===== config.mk =====
export PLATFORM = sky130hd
export DESIGN_NAME = backoff_timer_difs_slot
export DESIGN_NICKNAME = d
export VERILOG_FILES = /design/src/hdl/btds_pkg.sv /design/src/hdl/backoff_timer_difs_slot.sv
export SDC_FILE = /design/constraint.sdc
export NUM_CORES = 1
export LEC_CHECK = 0
export BUFFER_PORTS_ARGS = -buffer_cell sky130_fd_sc_hd__buf_2
export CORE_UTILIZATION = 61
export CTS_BUF_LIST = sky130_fd_sc_hd__clkbuf_4
export CTS_CLUSTER_DIAMETER = 80
export CTS_CLUSTER_SIZE = 40
export DETAILED_ROUTE_END_ITERATION = 7
export PLACE_DENSITY = 0.82
export SLEW_MARGIN = 20
export SYNTH_ARGS = -nofsm -noshare
export SYNTH_HDL_FRONTEND = slang
export SYNTH_SLANG_ARGS = --single-unit

===== constraint.sdc =====
create_clock -name clk_i -period 4.9 [get_ports clk_i]
set_input_delay 1.225 -clock clk_i [delete_from_list [all_inputs] [get_ports clk_i]]
set_output_delay 1.225 -clock clk_i [all_outputs]
set_load 0.02 [all_outputs]

===== src/hdl/btds_pkg.sv =====
// Package for the backoff timer: command codes, phase and sequencer types.
`timescale 1ns / 1ps
package btds_pkg;

  localparam logic [2:0] KIND_TICK   = 3'd0;
  localparam logic [2:0] KIND_START  = 3'd1;
  localparam logic [2:0] KIND_PAUSE  = 3'd2;
  localparam logic [2:0] KIND_RESUME = 3'd3;
  localparam logic [2:0] KIND_STOP   = 3'd4;

  localparam int unsigned RND_W    = 31;
  localparam int unsigned WIN_W    = 11;
  localparam int unsigned TICK_W   = 16;
  localparam int unsigned SLOT_W   = 10;
  localparam int unsigned DIVCNT_W = 5;

  localparam logic [DIVCNT_W-1:0] DIV_LAST  = DIVCNT_W'(RND_W - 1);
  localparam logic [TICK_W-1:0]   SLOT_RST  = 16'd20;

  typedef enum logic [1:0] {
    PH_IDLE,
    PH_DIFS,
    PH_COUNT,
    PH_FROZEN
  } phase_e;

  typedef enum logic [1:0] {
    SQ_IDLE,
    SQ_DIV,
    SQ_FIN
  } seq_e;

endpackage


===== src/hdl/backoff_timer_difs_slot.sv =====
// Backoff counter with DIFS wait and slot countdown, one result per request.
`timescale 1ns / 1ps
// Tick, pause, resume, stop and any rejected command register their result on
// acceptance. A start accepted in the idle phase reduces its random value
// modulo the window in a restoring remainder unit that retires one dividend
// bit per cycle and registers its result after the last bit. The block takes
// one request at a time; a new request is accepted once the sequencer is free,
// and each result is registered once the output register is empty or being
// read. slot_ticks may be written only when no request is outstanding.
module backoff_timer_difs_slot
  import btds_pkg::*;
#(
  parameter int unsigned MAX_WINDOW = 1024
) (
  input  logic                clk_i,
  input  logic                rst_ni,
  input  logic                cfg_we_i,
  input  logic [TICK_W-1:0]   cfg_wdata_i,
  input  logic                in_valid_i,
  output logic                in_ready_o,
  input  logic [2:0]          kind_i,
  input  logic [WIN_W-1:0]    window_i,
  input  logic                medium_idle_i,
  input  logic [RND_W-1:0]    random_value_i,
  input  logic [TICK_W-1:0]   difs_ticks_i,
  output logic                out_valid_o,
  input  logic                out_ready_i,
  output logic                expired_o,
  output logic                running_o,
  output logic                frozen_o,
  output logic [SLOT_W-1:0]   slots_left_o,
  output logic                bad_command_o
);

  seq_e                seq_q, seq_d;
  phase_e              phase_q, phase_d;
  logic [TICK_W-1:0]   slot_ticks_q;
  logic [TICK_W-1:0]   difs_left_q, difs_left_d;
  logic [TICK_W-1:0]   slot_cnt_q, slot_cnt_d;
  logic [SLOT_W-1:0]   slots_q, slots_d;

  logic [RND_W-1:0]    dvd_q, dvd_d;
  logic [WIN_W-1:0]    rem_q, rem_d;
  logic [WIN_W-1:0]    win_q, win_d;
  logic [DIVCNT_W-1:0] div_cnt_q, div_cnt_d;
  logic                idle_q, idle_d;
  logic [TICK_W-1:0]   difs_in_q, difs_in_d;

  logic                out_valid_q, out_valid_d;
  logic                out_expired_q, out_expired_d;
  logic                out_running_q, out_running_d;
  logic                out_frozen_q, out_frozen_d;
  logic [SLOT_W-1:0]   out_slots_q, out_slots_d;
  logic                out_bad_q, out_bad_d;

  logic                in_fire;
  logic                load_out, expire, bad;
  logic [TICK_W-1:0]   slot_len;
  logic [TICK_W-1:0]   difs_dec, cnt_inc;
  logic [SLOT_W-1:0]   slots_dec;
  logic [WIN_W-1:0]    win_eff;
  logic [WIN_W:0]      trial;
  logic [WIN_W:0]      trial_diff;

  assign in_ready_o = (seq_q == SQ_IDLE) && (!out_valid_q || out_ready_i);
  assign in_fire    = in_valid_i && in_ready_o;

  assign slot_len  = (slot_ticks_q == '0) ? TICK_W'(1) : slot_ticks_q;
  assign difs_dec  = difs_left_q - TICK_W'(1);
  assign cnt_inc   = slot_cnt_q + TICK_W'(1);
  assign slots_dec = slots_q - SLOT_W'(1);

  always_comb begin
    win_eff = (window_i == '0) ? WIN_W'(1) : window_i;
    if (32'(window_i) > MAX_WINDOW) begin
      win_eff = WIN_W'(MAX_WINDOW);
    end
  end

  // remainder step: shift in one dividend bit, subtract if it fits
  assign trial      = {rem_q, dvd_q[RND_W-1]};
  assign trial_diff = trial - {1'b0, win_q};

  always_comb begin
    seq_d         = seq_q;
    phase_d       = phase_q;
    difs_left_d   = difs_left_q;
    slot_cnt_d    = slot_cnt_q;
    slots_d       = slots_q;
    dvd_d         = dvd_q;
    rem_d         = rem_q;
    win_d         = win_q;
    div_cnt_d     = div_cnt_q;
    idle_d        = idle_q;
    difs_in_d     = difs_in_q;
    out_valid_d   = out_valid_q && !out_ready_i;
    out_expired_d = out_expired_q;
    out_running_d = out_running_q;
    out_frozen_d  = out_frozen_q;
    out_slots_d   = out_slots_q;
    out_bad_d     = out_bad_q;
    load_out      = 1'b0;
    expire        = 1'b0;
    bad           = 1'b0;

    unique case (seq_q)
      SQ_IDLE: begin
        if (in_fire) begin
          load_out = 1'b1;
          unique case (kind_i)
            KIND_TICK: begin
              if (phase_q == PH_DIFS) begin
                difs_left_d = difs_dec;
                if (difs_dec == '0) begin
                  phase_d = PH_COUNT;
                  expire  = (slots_q == '0);
                end
              end else if (phase_q == PH_COUNT) begin
                if (slots_q == '0) begin
                  expire = 1'b1;
                end else if (cnt_inc >= slot_len) begin
                  slot_cnt_d = '0;
                  slots_d    = slots_dec;
                  expire     = (slots_dec == '0);
                end else begin
                  slot_cnt_d = cnt_inc;
                end
              end
              if (expire) begin
                phase_d     = PH_IDLE;
                difs_left_d = '0;
                slot_cnt_d  = '0;
                slots_d     = '0;
              end
            end
            KIND_START: begin
              if (phase_q != PH_IDLE) begin
                bad = 1'b1;
              end else begin
                load_out  = 1'b0;
                seq_d     = SQ_DIV;
                dvd_d     = random_value_i;
                rem_d     = '0;
                win_d     = win_eff;
                div_cnt_d = '0;
                idle_d    = medium_idle_i;
                difs_in_d = difs_ticks_i;
              end
            end
            KIND_PAUSE: begin
              if (phase_q != PH_DIFS && phase_q != PH_COUNT) begin
                bad = 1'b1;
              end else begin
                phase_d     = PH_FROZEN;
                difs_left_d = '0;
                slot_cnt_d  = '0;
              end
            end
            KIND_RESUME: begin
              if (phase_q != PH_FROZEN) begin
                bad = 1'b1;
              end else begin
                difs_left_d = difs_ticks_i;
                slot_cnt_d  = '0;
                phase_d     = (difs_ticks_i != '0) ? PH_DIFS : PH_COUNT;
              end
            end
            KIND_STOP: begin
              if (phase_q == PH_IDLE) begin
                bad = 1'b1;
              end else begin
                phase_d     = PH_IDLE;
                difs_left_d = '0;
                slot_cnt_d  = '0;
                slots_d     = '0;
              end
            end
            default: bad = 1'b1;
          endcase
        end
      end
      SQ_DIV: begin
        rem_d     = trial[WIN_W] || (trial[WIN_W-1:0] >= win_q) ?
                    trial_diff[WIN_W-1:0] : trial[WIN_W-1:0];
        dvd_d     = {dvd_q[RND_W-2:0], 1'b0};
        div_cnt_d = div_cnt_q + DIVCNT_W'(1);
        if (div_cnt_q == DIV_LAST) begin
          seq_d = SQ_FIN;
        end
      end
      SQ_FIN: begin
        if (!out_valid_q || out_ready_i) begin
          load_out = 1'b1;
          seq_d    = SQ_IDLE;
          slots_d  = rem_q[WIN_W-1] ? '1 : rem_q[SLOT_W-1:0];
          slot_cnt_d = '0;
          if (!idle_q) begin
            difs_left_d = '0;
            phase_d     = PH_FROZEN;
          end else begin
            difs_left_d = difs_in_q;
            phase_d     = (difs_in_q != '0) ? PH_DIFS : PH_COUNT;
          end
        end
      end
      default: seq_d = SQ_IDLE;
    endcase

    if (load_out) begin
      out_valid_d   = 1'b1;
      out_expired_d = expire;
      out_running_d = (phase_d != PH_IDLE);
      out_frozen_d  = (phase_d == PH_FROZEN);
      out_slots_d   = slots_d;
      out_bad_d     = bad;
    end
  end

  always_ff @(posedge clk_i or negedge rst_ni) begin
    if (!rst_ni) begin
      seq_q        <= SQ_IDLE;
      phase_q      <= PH_IDLE;
      slot_ticks_q <= SLOT_RST;
      difs_left_q  <= '0;
      slot_cnt_q   <= '0;
      slots_q      <= '0;
      out_valid_q  <= 1'b0;
    end else begin
      seq_q       <= seq_d;
      phase_q     <= phase_d;
      difs_left_q <= difs_left_d;
      slot_cnt_q  <= slot_cnt_d;
      slots_q     <= slots_d;
      out_valid_q <= out_valid_d;
      if (cfg_we_i) begin
        slot_ticks_q <= cfg_wdata_i;
      end
    end
  end

  always_ff @(posedge clk_i) begin
    dvd_q         <= dvd_d;
    rem_q         <= rem_d;
    win_q         <= win_d;
    div_cnt_q     <= div_cnt_d;
    idle_q        <= idle_d;
    difs_in_q     <= difs_in_d;
    out_expired_q <= out_expired_d;
    out_running_q <= out_running_d;
    out_frozen_q  <= out_frozen_d;
    out_slots_q   <= out_slots_d;
    out_bad_q     <= out_bad_d;
  end

  assign out_valid_o   = out_valid_q;
  assign expired_o     = out_expired_q;
  assign running_o     = out_running_q;
  assign frozen_o      = out_frozen_q;
  assign slots_left_o  = out_slots_q;
  assign bad_command_o = out_bad_q;

  a_expire_clean: assert property (@(posedge clk_i) disable iff (!rst_ni)
    out_valid_o && expired_o |-> !running_o && !frozen_o && slots_left_o == '0)
    else $error("expiry result not cleared");

  a_frozen_running: assert property (@(posedge clk_i) disable iff (!rst_ni)
    out_valid_o && frozen_o |-> running_o)
    else $error("frozen without running");

  a_div_flow: assert property (@(posedge clk_i) disable iff (!rst_ni)
    seq_q == SQ_DIV |=> seq_q == SQ_DIV || seq_q == SQ_FIN)
    else $error("remainder sequence broken");

  a_difs_nonzero: assert property (@(posedge clk_i) disable iff (!rst_ni)
    phase_q == PH_DIFS |-> difs_left_q != '0)
    else $error("DIFS phase with nothing left");

  a_busy_no_accept: assert property (@(posedge clk_i) disable iff (!rst_ni)
    seq_q != SQ_IDLE |-> !in_ready_o)
    else $error("request taken while remainder unit busy");

endmodule


==> results of run 1 <==
-- synthesized netlist by cell type, drive strengths merged, types with 24 or more instances --
library cell | number | area share [%]
a21oi | 31 | 1.8
clkbuf | 34 | 1.4
dfrtp | 61 | 17
edfxtp | 89 | 30
ha | 38 | 5.3
inv | 60 | 2.5
nand2 | 169 | 7.0
nand3 | 34 | 1.9
nor2 | 59 | 2.5
nor2b | 24 | 1.7
nor3 | 26 | 1.4
o21ai | 74 | 4.3
-- how the worst max path moves through the flow --
stage,startpoint,endpoint,depth (start not counted)
6_report,slot_cnt_q[2],difs_left_q[6],15
5_1_grt,slot_cnt_q[2],difs_left_q[6],15
4_1_cts,slot_cnt_q[2],difs_left_q[6],15
3_5_place_dp,slot_cnt_q[2],difs_left_q[6],15
3_3_place_gp,slot_cnt_q[2],difs_left_q[15],15
2_1_floorplan,out_ready_i,bad_command_o,5
-- flip-flops by register name (all words and copies together), names as in the netlist, 5 cells and up --
signal,cells
dvd_q,31
rem_q,11
win_q,11
slots_q,10
difs_left_q,16
div_cnt_q,5
slot_ticks_q,16
slot_cnt_q,16
slots_left_o,10
difs_in_q,16
-- metrics by stage --
stage	instances	setup WS, ns	instance area (µm²)	power, mW
6_report	1240	0.427	9950	4.79
5_1_grt	1240	0.0439	9950	5.12
4_1_cts	1239	0.522	9940	4.78
3_5_place_dp	1207	0.570	9640	3.94
3_3_place_gp	1207	0.685	9640	3.88
2_1_floorplan	965	1.17	9060	3.44
-- area by class of cell --
class                      count  area [µm²]  area share [%]
clock buffer                  18         135            1.36
sequential                   152        4250            42.7
antenna                        1        2.50          0.0251
multi-input combinational    706        4390            44.1
timing repair buffer         105         546            5.48
inverter                      60         225            2.26
clock inverter                14         173            1.73
tap                          184         230            2.31
-- cells in the final DEF (no fill, tap or decap), types with 18 or more instances in the layout --
cell and n:
a21oi_1 30, buf_2 97, clkbuf_4 18, dfrtp_1 61, edfxtp_1 89, ha_1 38, inv_1 60, nand2_1 168
nand3_1 33, nand4_1 23, nor2_1 57, nor2b_1 24, nor3_1 26, o21ai_0 51, o21ai_1 20
-- logic make-up (layout without fill, tap and decap cells) --
kind of cell               after synthesis  count (layout)  share of synthesized area [%]
xor gates and xnor gates                21              21                           2.03
buffers and inverters                  107             197                           4.67
and+or+nand+nor                        418             418                           23.1
AOI/OAI and AO/OA                      211             211                           15.8
other                                    0               1                              0
muxes                                   17              17                           1.95
adders and majority gates               39              39                           5.47
DFF                                    152             152                           46.9
-- layer usage --
layer	wire [µm]	global-route usage, %	vias up
li1	-	-	3679
met1	9460	40.3	3577
met2	9410	42.3	294
met3	1330	6.23	32
met4	332	8.28	0
met5	0	0	-
-- report_power, final --
group | internal, mW | total [mW] | switching (mW) | leakage (nW)
Clock | 0.363 | 0.843 | 0.480 | 0.160
Sequential | 1.77 | 2.07 | 0.301 | 1.60
Combinational | 0.684 | 1.87 | 1.19 | 2.40
Total | 2.82 | 4.79 | 1.97 | 4.16
-- worst max-delay path: cells and delay by family (launching register included) --
family,cells,cell delay [ns]
DFF,1,0.47
and+or+nand+nor,6,1.98
AOI/OAI and AO/OA,7,1.44
adders and majority gates,1,0.26
xor gates and xnor gates,1,0.17
==> PnR_summary.wiki, run 1 <==
{| class="wikitable"
! Metric !! Value
|-
| Detailed-routing iteration count for the pre-antenna-repair pass || 6
|-
| Ys Warns || 0
|-
| Later-pin clock latency in the skew report || 0.57 ns
|-
| Post-cts resize count || 0
|-
| Register-to-register path setup slack || ~0.43 ns
|-
| Post-Synthesis Cells || between 900 and 1000
|-
| Cell count of the worst reg-to-reg path || 15
|-
| Count of endpoints failing setup in the final report || 0
|-
| Post-CTS repair timing setup buffer count || 0
|-
| # Max-Cap Violations || 0
|-
| Layout cell share with drive strength beyond 1 || roughly 16%
|-
| Library cell contributing the largest single delay on the critical path || and2_1
|-
| Portion of the clock cycle consumed by the worst path in the final layout || 91.3%
|-
| Clock Root Buffer || clkbuf_4
|-
| Total detailed-routing wirelength || ~20 mm
|-
| Ratio of routed vias to standard cells || 6.11
|-
| GRT Resource Usage Total || between 20% and 30%
|-
| Total number of placement rows || 44
|-
| Power per cell area || 481 mW/mm²
|-
| Static leakage power || between 4 and 5 nW
|-
| Number of antenna violations at the first check in global routing || 1
|-
| Routed vias || 7582
|-
| Total congestion overflow || 0
|-
| Kind of start point of the critical path || flop
|-
| Per-cell routed wire length || between 15 and 20 µm
|-
| Netlist area before placement || between 0.009 and 0.01 mm²
|-
| Post-route clock skew || 0.0169 ns
|-
| CTS Buffer Depth || 2
|-
| Cell repeated most along the worst path || and3_1
|-
| Pin slew with the least headroom to its limit || approximately 1.0 ns
|-
| Fmax || 224 MHz
|-
| Number of primary I/O pins || a little under 100
|-
| Floorplan Core Area || between 0.01 and 0.015 mm²
|-
| Worst hold start || slot_cnt_q[15]
|-
| Iteration-0 DRC Markers || between 800 and 900
|-
| Layout-stage area growth over the synthesis result || 9.92%
|-
| Fraction of the yosys area taken by sequential cells || a little under half
|-
| Clock buffer count from CTS || 17
|-
| Antenna violation net count after detailed routing || 0
|-
| Class of the worst hold path || reg -> reg
|-
| Endpoint class of the critical path || flop
|-
| Outcome || finished, final reports clean
|-
| Synth cell types || 82
|-
| EDFF count, synth || 89
|-
| Min cycle time layout || approximately 4.5 ns
|-
| Post-Route Setup TNS || 0 ns
|-
| FILL cells || approximately 1200
|-
| Critical path data arrival time || ~4.9 ns
|-
| Maximum number of pins on one net before global-route repair || 48
|-
| Yosys reg bits || about 150
|-
| Setup repair after global routing missed its margin || no
|-
| HPWL reported at the end of detailed placement || between 10 and 15 mm
|-
| Worst rel slew slack || 30.1%
|-
| Hold WS || 0.524 ns
|-
| Floorplan die width || 124 µm
|-
| Slew Viols, Final || 0
|-
| Syn nets || 1087
|-
| Clock tree from TritonCTS || yes
|-
| Die Span Y || 124 µm
|-
| FF-to-FF End || difs_left_q[6]
|-
| First-pass GRT wire length || between 30 and 40 mm
|-
| Quantity of I/O buffers inserted on ports || between 90 and 100
|-
| Critical register-to-register path startpoint || slot_cnt_q[2]
|-
| Maximum fanout along the worst path || 16
|-
| Clock H-tree levels || 4
|-
| Clock-pin slew reported for the worst setup and hold paths after clock tree synthesis || 0.14 ns
|-
| Number of endpoints with negative hold slack in the final report || 0
|-
| Net count reported at finish || between 1000 and 1500
|-
| End point of the worst hold path || slot_cnt_q[15]
|-
| CP Class || reg -> reg
|-
| Effective utilization at floorplan || 62.3%
|-
| Count of cells along the worst hold path || 1
|-
| RD Place Congestion || 0.924
|-
| Flip-flop cell with the highest count after synthesis || edfxtp_1
|-
| Final core utilization || between 60 and 70%
|-
| Vias in the first global route || 6821
|-
| Share of async-settable or async-resettable flops after synthesis || approximately 41%
|-
| Delay contributed by the slowest stage of the critical path || 0.60 ns
|-
| VDD IR max || about 0.31 mV
|-
| Endpoint required time on the critical path || about 5.3 ns
|-
| DRC errors left || 0
|-
| Post-CTS Hold Fix Bufs || 0
|-
| Die outline area || 0.0153 mm²
|-
| Cells traversed along the worst timing path || and3_1 > and3_1 > nand3_1 > nor3_1 > and3_1 > xor2_1 > ha_1 > a21oi_1 > o21ai_0 > a21oi_1 > o21ai_1 > a21o_1 > o211ai_4 > and2_1 > o221ai_1
|-
| Average size of a mapped cell || approximately 9.4 µm²
|-
| Clk sinks || roughly 150
|}
Power figures use the tool's default switching activity.
==> run 2: changes to the inputs <==
- PLACE_DENSITY: 0.82 -> 0.8
==> run 2 against run 1 <==
Against the previous run:
- via count is essentially flat
- count of clock-buffer cells in the layout unchanged
- clock power is 6.8% lower
- critical path depth stayed put
- fmax grew 0.67%
- sequential cell count is the same
- sequential share of layout area rose by 0.12 points
- power down 1.2%
- core utilization shrank 0.19 points
- critical path type unchanged
- largest power group unchanged
- highest routed layer is now met5
==> PnR_summary.wiki, run 2 (synthesized netlist as in run 1, its figures left out) <==
{| class="wikitable"
! Metric !! Value
|-
| Outcome || finished, final reports clean
|-
| Biggest register || dvd_q
|-
| Slew Viols, Final || 0
|-
| Post-route clock skew || about 0.032 ns
|-
| Clock buffer count from CTS || 17
|-
| Clock-pin slew reported for the worst setup and hold paths after clock tree synthesis || roughly 0.14 ns
|-
| Quantity of I/O buffers inserted on ports || 98
|-
| Routed vias || 7577
|-
| Class of the worst hold path || reg -> reg
|-
| Clock tree from TritonCTS || yes
|-
| Post-cts resize count || 0
|-
| Maximum fanout along the worst path || 16
|-
| Effective utilization at floorplan || a little over 60%
|-
| GRT Resource Usage Total || between 20% and 30%
|-
| Total number of placement rows || 44
|-
| Post-Route Setup TNS || 0 ns
|-
| Power per cell area || 476 mW/mm²
|-
| Ratio of routed vias to standard cells || 6.11
|-
| RD Place Congestion || just under 0.9
|-
| HPWL reported at the end of detailed placement || 14.7 mm
|-
| Post-CTS Hold Fix Bufs || 0
|-
| Per-cell routed wire length || around 17 µm
|-
| VDD IR max || around 0.33 mV
|-
| Setup repair after global routing missed its margin || no
|-
| Worst rel slew slack || 31.1%
|-
| Antenna violation net count after detailed routing || 0
|-
| Endpoint required time on the critical path || between 5 and 6 ns
|-
| Pin slew with the least headroom to its limit || between 1 and 1.5 ns
|-
| Final core utilization || 68.3%
|-
| Post-CTS repair timing setup buffer count || 0
|-
| Later-pin clock latency in the skew report || between 0.5 and 0.6 ns
|-
| Count of endpoints failing setup in the final report || 0
|-
| Critical path data arrival time || 4.89 ns
|-
| First-pass GRT wire length || approximately 34 mm
|-
| Number of endpoints with negative hold slack in the final report || 0
|-
| Static leakage power || around 4.1 nW
|-
| Commonest non-fill, non-tap cells in the layout || nand2_1, buf_2, edfxtp_1, dfrtp_1, inv_1
|-
| Net count reported at finish || 1164
|-
| Die outline area || 0.0153 mm²
|-
| Commonest non-fill, non-tap cell in the layout || nand2_1
|-
| Clk sinks || approximately 150
|-
| Kind of start point of the critical path || flop
|-
| CTS Buffer Depth || 2
|-
| Clock H-tree levels || 4
|-
| Maximum number of pins on one net before global-route repair || 49
|-
| Vias in the first global route || around 7000
|-
| Portion of the clock cycle consumed by the worst path in the final layout || approximately nine tenths
|-
| Number of flip-flops under the largest register name || 31
|-
| Number of primary I/O pins || 99
|-
| Endpoint class of the critical path || flop
|-
| Die Span Y || 124 µm
|-
| DRC errors left || 0
|-
| Total detailed-routing wirelength || 20.6 mm
|-
| Detailed-routing iteration count for the pre-antenna-repair pass || 7
|-
| # Max-Cap Violations || 0
|-
| Layout-stage area growth over the synthesis result || 9.62%
|-
| Total congestion overflow || 0
|-
| Floorplan Core Area || around 0.015 mm²
|-
| Fmax || 225 MHz
|-
| CP Class || reg -> reg
|-
| Min cycle time layout || between 4 and 5 ns
|-
| Layout cell share with drive strength beyond 1 || about 17%
|-
| Clock Root Buffer || clkbuf_4
|-
| Floorplan die width || 124 µm
|-
| Number of antenna violations at the first check in global routing || 2
|-
| Iteration-0 DRC Markers || around 800
|}
run 2: cell types whose count changed in the layout (fill, tap and decap cells not counted), sizes merged:
cell and change:
clkinv -2, clkinvlp +2, bufinv -1, diode +1
run 2: layout make-up:
| class | instances | area (µm²) |
|---|---|---|
| Fill cell | 1194 | 4610 |
| Clock buffer | 18 | 135 |
| Inverter | 60 | 225 |
| Antenna cell | 2 | 5.00 |
| Multi-Input combinational cell | 706 | 4390 |
| Timing Repair Buffer | 105 | 543 |
| Sequential cell | 152 | 4250 |
| Clock inverter | 13 | 145 |
| Tap cell | 184 | 230 |
run 2: through the flow:
stage / hold WS [ns] / power, mW / std cells / setup WS, ns / instance area [µm²]
floorplan: 0.463 / 3.44 / 965 / 1.17 / 9060
global placement: 0.487 / 3.88 / 1207 / 0.662 / 9640
detailed placement: 0.491 / 3.93 / 1207 / 0.525 / 9640
CTS: 0.508 / 4.72 / 1238 / 0.539 / 9920
global route: 0.520 / 5.08 / 1238 / 0.0735 / 9920
finish: 0.508 / 4.73 / 1240 / 0.457 / 9930
run 2: final timing paths:
| check | to | slack (ns) | depth (start not counted) | startpoint |
|---|---|---|---|---|
| setup / recovery | difs_left_q[15] | 0.46 | 15 | slot_cnt_q[2] |
| hold / removal | slot_cnt_q[15] | 0.51 | 1 | slot_cnt_q[15] |
| setup reg to reg | difs_left_q[15] | 0.46 | 15 | slot_cnt_q[2] |
| hold reg to reg | slot_cnt_q[15] | 0.51 | 1 | slot_cnt_q[15] |
| max in group asynchronous | slot_cnt_q[12] | 3.23 | 2 | rst_ni |
| min in group asynchronous | slots_q[5] | 0.74 | 1 | rst_ni |
run 2: where the power goes:
part / total, mW / switching (mW) / internal, mW
clock: 0.786 / 0.476 / 0.310
combinational: 1.86 / 1.18 / 0.685
sequential: 2.08 / 0.304 / 1.77
run 2: worst max-delay path, stage by stage, from the launching register on:
cell	delay (ns)
dfrtp_1	0.47
and3_1	0.24
and3_1	0.20
nand3_1	0.18
nor3_1	0.45
and3_1	0.29
xor2_1	0.16
ha_1	0.26
a21oi_1	0.15
o21ai_0	0.11
a21oi_1	0.11
o21ai_1	0.19
a21o_1	0.26
o211ai_4	0.43
and2_1	0.62
o221ai_1	0.22
run 2: per-layer routing:
metal | wire length [µm] | vias up | GRT usage (%) | part of all wire [%]
li1 | - | 3661 | - | -
met1 | 9470 | 3599 | 41.3 | 46
met2 | 9440 | 285 | 43.5 | 46
met3 | 1370 | 30 | 6.27 | 6.6
met4 | 272 | 2 | 7.91 | 1.3
met5 | 13 | - | 0 | 0.063
==> run 3: changes to the inputs <==
- ABC_AREA: unset -> 1
- CORE_UTILIZATION: 61 -> 62
- PLACE_DENSITY: 0.8 -> 0.81
==> run 3 against run 2 <==
Against the previous run:
- critical path depth is 6 higher
- largest cell class unchanged
- critical path type unchanged
- highest routed layer is now met4
- clock skew decreased by 0.011 ns
- non-clock buffer count up 1
- first-iteration DRC count shrank 19%
- critical endpoint is now slot_cnt_q[14]
==> PnR_summary.wiki, run 3 <==
{| class="wikitable"
! Metric !! Value
|-
| Average size of a mapped cell || between 7 and 8 µm²
|-
| Share of async-settable or async-resettable flops after synthesis || 41.4%
|-
| Commonest non-fill, non-tap cells in the layout || nand2_1, inv_1, buf_2, nor2_1, edfxtp_1
|-
| Leading post-synthesis cells by instance count || nand2_1, inv_1, nor2_1
|-
| Ratio of routed vias to standard cells || 5.53
|-
| Quantity of I/O buffers inserted on ports || 98
|-
| Flip-flop cell with the highest count after synthesis || edfxtp_1
|-
| Endpoint class of the critical path || flop
|-
| Antenna violation net count after detailed routing || 0
|-
| Clock H-tree levels || 4
|-
| Setup repair after global routing missed its margin || no
|-
| Slew Viols, Final || 0
|-
| Cell count of the worst reg-to-reg path || 21
|-
| Clock buffer count from CTS || 17
|-
| Number of flip-flops under the largest register name || 31
|-
| Worst setup path end || slot_cnt_q[14]
|-
| Total congestion overflow || 0
|-
| Netlist area before placement || roughly 0.0093 mm²
|-
| Pin slew with the least headroom to its limit || slightly below 0.9 ns
|-
| Number of primary I/O pins || around 100
|-
| Number of endpoints with negative hold slack in the final report || 0
|-
| Vias in the first global route || 7808
|-
| Critical register-to-register path startpoint || slot_cnt_q[0]
|-
| Worst rel slew slack || between 40% and 50%
|-
| Yosys reg bits || 152
|-
| Total number of placement rows || 44
|-
| Outcome || finished, final reports clean
|-
| Floorplan die width || 125 µm
|-
| Endpoint required time on the critical path || ~5.4 ns
|-
| Iteration-0 DRC Markers || ~650
|-
| Register-to-register path setup slack || around 1 ns
|-
| Biggest register || dvd_q
|-
| DRC errors left || 0
|-
| Hold WS || roughly 0.50 ns
|-
| Portion of the clock cycle consumed by the worst path in the final layout || between 70% and 80%
|-
| Crit path from || slot_cnt_q[0]
|-
| Layout cell share with drive strength beyond 1 || 15.2%
|-
| Maximum number of pins on one net before global-route repair || 47
|-
| Kind of start point of the critical path || flop
|-
| CTS Buffer Depth || 2
|-
| Clock tree from TritonCTS || yes
|-
| Area fraction of the dominant cell type after synthesis || between 20% and 30%
|-
| Effective utilization at floorplan || between 60% and 70%
|-
| Dominant cell by count in the synthesized netlist || nand2_1
|-
| Clock Root Buffer || clkbuf_4
|-
| Clk sinks || about 150
|-
| Post-CTS repair timing setup buffer count || 0
|-
| Syn nets || 1295
|-
| RD Place Congestion || slightly above 0.9
|-
| Post-Synthesis Cells || roughly 1200
|-
| EDFF count, synth || about 90
|-
| Clock-pin slew reported for the worst setup and hold paths after clock tree synthesis || 0.14 ns
|-
| Net count reported at finish || 1394
|-
| Power per cell area || ~520 mW/mm²
|-
| Post-cts resize count || 0
|-
| Floorplan Core Area || 0.0146 mm²
|-
| Total detailed-routing wirelength || between 20 and 25 mm
|-
| First-pass GRT wire length || roughly 37 mm
|-
| Count of endpoints failing setup in the final report || 0
|-
| HPWL reported at the end of detailed placement || between 15 and 20 mm
|-
| Fmax || around 260 MHz
|-
| FILL cells || 1179
|-
| Static leakage power || about 5.0 nW
|-
| Post-Route Setup TNS || 0 ns
|-
| FF-to-FF End || slot_cnt_q[14]
|-
| Synth cell types || 59
|-
| Routed vias || 8129
|-
| Class of the worst hold path || reg -> reg
|-
| CP Class || reg -> reg
|-
| Commonest non-fill, non-tap cell in the layout || nand2_1
|-
| Cell accounting for the most synthesized area || edfxtp_1
|-
| Die Span Y || 125 µm
|-
| VDD IR max || approximately 0.37 mV
|-
| Fraction of the yosys area taken by sequential cells || 45.7%
|-
| # Max-Cap Violations || 0
|-
| Later-pin clock latency in the skew report || about 0.58 ns
|-
| Per-cell routed wire length || 14.7 µm
|-
| Post-route clock skew || 0.0209 ns
|-
| Detailed-routing iteration count for the pre-antenna-repair pass || 7
|-
| Min cycle time layout || 3.89 ns
|-
| Post-CTS Hold Fix Bufs || 0
|-
| Layout-stage area growth over the synthesis result || 10.3%
|-
| Cell types with the largest area share after synthesis || edfxtp_1, dfrtp_1, nand2_1
|-
| Number of antenna violations at the first check in global routing || 1
|-
| Maximum fanout along the worst path || 6
|-
| GRT Resource Usage Total || a little under 30%
|-
| Die outline area || approximately 0.016 mm²
|-
| Critical path data arrival time || 4.39 ns
|-
| Ys Warns || 0
|}
-- run 3: final cells by class --
type	count	area (µm²)	share of cell area (%)
multi-input combinational	856	4420	43.0
sequential	152	4250	41.4
timing repair buffer	106	551	5.36
inverter	139	529	5.16
tap	184	230	2.24
clock inverter	15	156	1.52
clock buffer	17	128	1.24
antenna	1	2.50	0.0244
-- run 3: stage by stage --
step           setup slack [ns]  power [mW]  instance area (µm²)  cells  utilization (%)
2_1_floorplan             0.662        3.95                 9310   1173                -
3_3_place_gp               1.22        4.52                 9980   1437             68.4
3_5_place_dp               1.07        4.58                 9980   1437             68.4
4_1_cts                    1.02        5.37                10300   1469             70.3
5_1_grt                   0.627        5.80                10300   1470             70.4
6_report                   1.01        5.37                10300   1470             70.4
-- run 3: logic make-up (layout without fill, tap and decap cells) --
logic type / Yosys count / count (layout) / share of synthesized area [%]
buffers and inverters: 165 / 277 / 7.06
AND/OR/NAND/NOR: 629 / 629 / 29.6
adder cells (fa/ha/maj): 39 / 39 / 5.32
XOR/XNOR: 29 / 29 / 2.81
flip-flops: 152 / 152 / 45.7
AO/OA/AOI/OAI: 159 / 159 / 9.58
other: 0 / 1 / 0
-- run 3: how the worst min path moves through the flow --
stage              startpoint              to  cells past startpoint
3_5_place_dp   slot_cnt_q[13]  slot_cnt_q[13]                      2
2_1_floorplan  slot_cnt_q[13]  slot_cnt_q[13]                      2
6_report       slot_cnt_q[13]  slot_cnt_q[13]                      2
3_3_place_gp   slot_cnt_q[13]  slot_cnt_q[13]                      2
4_1_cts        slot_cnt_q[13]  slot_cnt_q[13]                      2
5_1_grt        slot_cnt_q[13]  slot_cnt_q[13]                      2
-- run 3: power breakdown --
group	internal, mW	total [mW]	switching (mW)
logic	0.793	2.47	1.68
registers	1.83	2.11	0.281
clock network	0.274	0.782	0.509
total	2.90	5.37	2.47
-- run 3: per-layer routing --
layer	share of wire, %	GRT usage [%]	up-vias
li1	-	-	4066
met1	43	37.1	3735
met2	49	49.3	282
met3	5.4	6.10	46
met4	2.4	10.6	0
met5	0	0	-
-- run 3: critical path, cell delays in order, from the launching register on --
cell,delay [ns]
dfrtp_1,0.45
ha_1,0.21
nand3_1,0.12
nor2_1,0.16
nand3_1,0.14
nor2_1,0.19
nand3_1,0.15
nor3_1,0.20
xnor2_1,0.17
inv_1,0.08
ha_1,0.31
nand4_1,0.11
a21oi_1,0.06
nor2_1,0.12
a21oi_1,0.10
nand2_1,0.06
nand2_1,0.05
nand2_2,0.11
nand3_2,0.17
nor3_2,0.40
nand3_1,0.25
o21ai_1,0.19
